===== src/rtl/sdbr_pkg.sv =====
`timescale 1ns / 1ps
// Package for the cache replacement policy block: transaction structs,
// controller/datapath command and status structs, fixed constants. No dependencies.
package sdbr_pkg;

  localparam int unsigned RRPV_W = 2;
  localparam int unsigned SIG_BITS = 6;
  localparam logic [1:0] RRPV_MAX = 2'd3;
  localparam int unsigned ADDR_W = 48;
  localparam logic [ADDR_W-1:0] STRIDE_ONE = 48'd64;
  localparam logic [ADDR_W-1:0] STRIDE_TWO = 48'd128;
  localparam int unsigned MASK_WAYS = 16;
  localparam logic [6:0] NEAR_PCT_RESET = 7'd5;

  localparam logic OP_VICTIM = 1'b0;
  localparam logic OP_UPDATE = 1'b1;

  typedef struct packed {
    logic        operation;
    logic [10:0] set_index;
    logic [3:0]  way_index;
    logic [15:0] valid_mask;
    logic [47:0] phys_addr;
    logic [47:0] pc;
    logic        hit;
    logic [6:0]  random_draw;
  } req_t;

  typedef struct packed {
    logic [3:0] victim_way;
    logic [1:0] inserted_rrpv;
    logic       bypassed;
  } rsp_t;

  typedef struct packed {
    logic clear;
    logic load;
    logic victim;
    logic stride;
    logic adjust;
    logic finish;
  } cmd_t;

  typedef struct packed {
    logic clear_last;
    logic operation;
  } sts_t;

endpackage


===== src/rtl/sdbr_ctrl.sv =====
`timescale 1ns / 1ps
// Controller state machine for the replacement policy block.
// Depends on sdbr_pkg (cmd_t, sts_t, operation codes).
module sdbr_ctrl (
  input  logic           clk,
  input  logic           rst,
  input  logic           start,
  input  sdbr_pkg::sts_t sts,
  output sdbr_pkg::cmd_t cmd,
  output logic           busy
);

  typedef enum logic [2:0] {
    S_CLEAR,
    S_IDLE,
    S_READ,
    S_REUSE,
    S_FINISH
  } state_t;

  state_t state;

  always_ff @(posedge clk) begin
    if (rst) begin
      state <= S_CLEAR;
    end else begin
      case (state)
        S_CLEAR: if (sts.clear_last) state <= S_IDLE;
        S_IDLE: if (start) state <= S_READ;
        S_READ: begin
          if (sts.operation == sdbr_pkg::OP_VICTIM) state <= S_IDLE;
          else state <= S_REUSE;
        end
        S_REUSE: state <= S_FINISH;
        S_FINISH: state <= S_IDLE;
        default: state <= S_CLEAR;
      endcase
    end
  end

  always_comb begin
    cmd = '0;
    cmd.clear  = (state == S_CLEAR);
    cmd.load   = (state == S_IDLE) && start;
    cmd.victim = (state == S_READ) && (sts.operation == sdbr_pkg::OP_VICTIM);
    cmd.stride = (state == S_READ) && (sts.operation == sdbr_pkg::OP_UPDATE);
    cmd.adjust = (state == S_REUSE);
    cmd.finish = (state == S_FINISH);
  end

  assign busy = (state != S_IDLE);

endmodule


===== config.mk =====
export PLATFORM = sky130hd
export DESIGN_NAME = sdbr_ctrl
export DESIGN_NICKNAME = d
export VERILOG_FILES = /design/src/rtl/sdbr_pkg.sv /design/src/rtl/sdbr_ctrl.sv
export SDC_FILE = /design/constraint.sdc
export NUM_CORES = 1
export LEC_CHECK = 0
export BUFFER_PORTS_ARGS = -buffer_cell sky130_fd_sc_hd__buf_4
export CAP_MARGIN = 10
export CORE_AREA = 2 2 39 41
export DETAILED_ROUTE_END_ITERATION = 8
export DIE_AREA = 0 0 41 43
export PLACE_DENSITY = 0.45
export SYNTH_ARGS = -nofsm -noshare
export SYNTH_HDL_FRONTEND = slang
export SYNTH_SLANG_ARGS = --single-unit

===== constraint.sdc =====
create_clock -name clk -period 1.3 [get_ports clk]
set_input_delay 0.39 -clock clk [delete_from_list [all_inputs] [get_ports clk]]
set_output_delay 0.39 -clock clk [all_outputs]
set_load 0.1 [all_outputs]

==> summary.md <==
| Metric | Value |
|---|---|
| Outcome | `complete, but fails checks` |
| Failing checks | `negative setup slack` |
| Number of iterations in the first detailed-routing pass | `2` |
| Top post-synthesis cells by area | `dfxtp_1 (32%), nand3b_1 (8.1%), clkbuf_8 (7.4%)` |
| Die area | `1763 um^2` |
| Num CTS Buffers | `3` |
| Register area share after synthesis | `between 30% and 40%` |
| Psw | `about 0.18 mW` |
| Tot Pwr | `0.4780 mW` |
| Core footprint | `approximately 1400 um^2` |
| Internal power | `0.2989 mW` |
| Post-Syn Area per Cell | `8.878 um^2` |
| GRT met2 Usage | `between 10% and 20%` |
| Reg clk slew, reported paths | `roughly 40 ps` |
| Antenna violations before repair | `0` |
| Multi-input logic area | `167.7 um^2` |
| Number of synthesized flops with an enable pin | `0` |
| Critical path's top delay family | `buffers and inverters` |
| Die height | `~43 um` |
| Crit start category | `flip-flop` |
| WHS | `329.0 ps` |
| Final hold violation count | `0` |
| Sequential Power Share | `21.9%` |
| Max stage delay on crit path | `approximately 350 ps` |
| DR vias | `250` |
| CP Cell Sequence | `buf_6, nor4b_4, buf_6` |
| Synth Flop Type | `dfxtp_1` |
| Min-delay src | `rst` |
| Clock power frac | `33.7%` |
| Max FO, Critical Path | `6` |
| GRT Max-Usage Layer | `met2` |
| Crit Path Category | `flip-flop to output port` |
| Number of flip-flops in the largest register | `3` |
| Worst Path Arrival | `approximately 1200 ps` |
| Final WS setup | `-266.8 ps` |
| Post-route ant nets | `0` |
| Placed insts | `52` |
| Final setup vio count | `7` |
| Synth top area share | `32.21%` |
| DPL Wire Length | `486.7 um` |
| Worst EP required | `910 ps` |
| Starting DRT DRC Count | `3` |
| DP Worst Slack | `-191.9 ps` |
| Ant diodes | `0` |
| Slew @ Worst Pin | `approximately 220 ps` |
| # hold bufs at CTS | `0` |
| Setup crit start | `state[0]` |
| Synthesized cell area | `186.4 um^2` |
| Max Slew Vio Count | `0` |
| Fmax | `0.6382 GHz` |
| Largest net degree at the start of global routing | `7` |
| Crit-path slowest cell | `dfxtp_4` |
| Ys Warns | `0` |
| Clk_lat worst skew | `230 ps` |
| Non-filler cells, final | `60` |
| Registers with the most flip-flops | `state x3` |
| FFs w/ async S/R, synth | `0%` |
| Aggregate global-route resource usage | `roughly a tenth` |
| Cell taking the most area after synthesis | `dfxtp_1` |
| Worst VDD drop | `0.4874 mV` |
| Register area | `about 70 um^2` |
| Crit end category | `output port` |
| Final period util | `120.5%` |
| Synth Register Bits | `3` |
| Minimum clock period after layout | `around 1600 ps` |
| Power Dens Cells | `approximately 900 nW/um^2` |
| PortBufs | `11` |
| H-tree levels | `1` |
| Unrepaired setup endpoints after global routing | `true` |
| Wirelength per Cell | `~12 um` |
| Routability Congestion | `between 0.6 and 0.7` |
| Combinational power share | `44.5%` |
| # clock sinks | `3` |
| CP most frequent cell | `buf_6` |
| Nets | `50` |
| Clock buffer depth | `2` |
| Layout cells sized above 1 | `slightly below 80%` |
| MaxCap Viol Count | `0` |
| Most flop-heavy register | `state` |
| Fill cell count | `136` |
| Global route overflow | `0` |
| First-pass GRT wire length | `~1000 um` |
| Final Util | `between 30% and 40%` |
| CP bufs+invs | `2` |
| GRT met3 Usage | `under 10%` |
| P_leak | `0.2185 nW` |
| IO Pins | `12` |
| Worst Skew | `4.354 ps` |
| Die Span X | `41 um` |
| Sw Ratio | `a little under two fifths` |
| Synth cell count leaders | `dfxtp_1 (3), nor2_1 (3), nand3b_1 (2)` |
| Total routed wirelength | `707 um` |
| Layout area overhead | `185.9%` |
| Worst slew margin | `85.29%` |
| Num rows | `14` |
| Residual DRC count | `0` |
| Worst min-delay path class | `input port to flip-flop` |
| Syn Nets | `26` |
| DR vias/cell | `4.167` |
| CTS tree | `built` |
| Global Route met1 Usage | `about a tenth` |
| Clock root cell | `clkbuf_4` |
| R2r startpoint | `state[2]` |
| Synth unique cells | `16` |
| Post-Synthesis Cells | `21` |
| Initial Util | `13.47%` |
| Vias in the first global route | `250` |
==> layout by cell type, fill, tap and decap left out <==
cell | synthesis | layout
nand2_4 | 0 | 1
clkbuf_4 | 0 | 3
dfxtp_4 | 0 | 3
buf_6 | 0 | 5
clkbuf_1 | 0 | 1
and4bb_4 | 0 | 1
nor2_1 | 3 | 1
and3b_2 | 1 | 1
nand3b_1 | 2 | 2
nor2_4 | 0 | 2
nor4b_4 | 0 | 1
nor3b_4 | 0 | 1
buf_4 | 0 | 9
nor2b_1 | 1 | 1
nor3_4 | 0 | 1
a21oi_1 | 1 | 1
o21ai_0 | 1 | 1
buf_12 | 0 | 6
a31oi_1 | 1 | 1
a211oi_1 | 1 | 1
inv_1 | 1 | 1
==> power by group through the flow <==
stage	Combinational [mW]	Sequential, mW	Clock (mW)
floorplan	0.126	0.104	0
CTS	0.202	0.105	0.170
global route	0.221	0.105	0.189
finish	0.213	0.105	0.161
global placement	0.160	0.109	0
detailed placement	0.161	0.111	0
==> worst paths after layout <==
kind | slack [ps] | cells past startpoint | end
min | 330 | 2 | state[2]
max | -270 | 3 | cmd[3]
min reg2reg | 650 | 3 | state[1]
max reg2reg | 170 | 6 | state[0]
==> metal layers <==
layer | vias up | part of all wire, % | routed length, um
met3 | 0 | 8.2 | 58
met2 | 14 | 48 | 342
met5 | - | 0 | 0
met1 | 114 | 43 | 307
met4 | 0 | 0 | 0
li1 | 122 | - | -
==> layout make-up <==
class                           count  area share [%]
Timing Repair Buffer               20           45.77
Clock buffer                        4           4.930
Sequential cell                     3           13.38
Tap cell                           16           3.756
Multi-Input combinational cell     16           31.46
Inverter                            1          0.7042
==> per-stage QoR <==
| stage | instance area, um^2 | setup TNS (ps) |
|---|---|---|
| floorplan | 240.2 | -2151 |
| global placement | 366.6 | -678.1 |
| detailed placement | 366.6 | -841.7 |
| CTS | 501.7 | -1701 |
| global route | 533.0 | -1838 |
| finish | 533.0 | -1477 |
==> logic make-up after synthesis <==
kind of cell           synth area share (%)
DFF                                   32.22
and+or+nand+nor                       45.63
buffers and inverters                 9.392
AOI/OAI and AO/OA                     12.75
==> timing repair <==
action                                 in CTS  in global routing
endpoints found under the hold margin       0                  0
buffers inserted                            3                  1
gates resized for setup                    23                  6
setup endpoints to repair                   7                  7
pin swaps                                   1                  5
(Power assumes the default switching activity.)
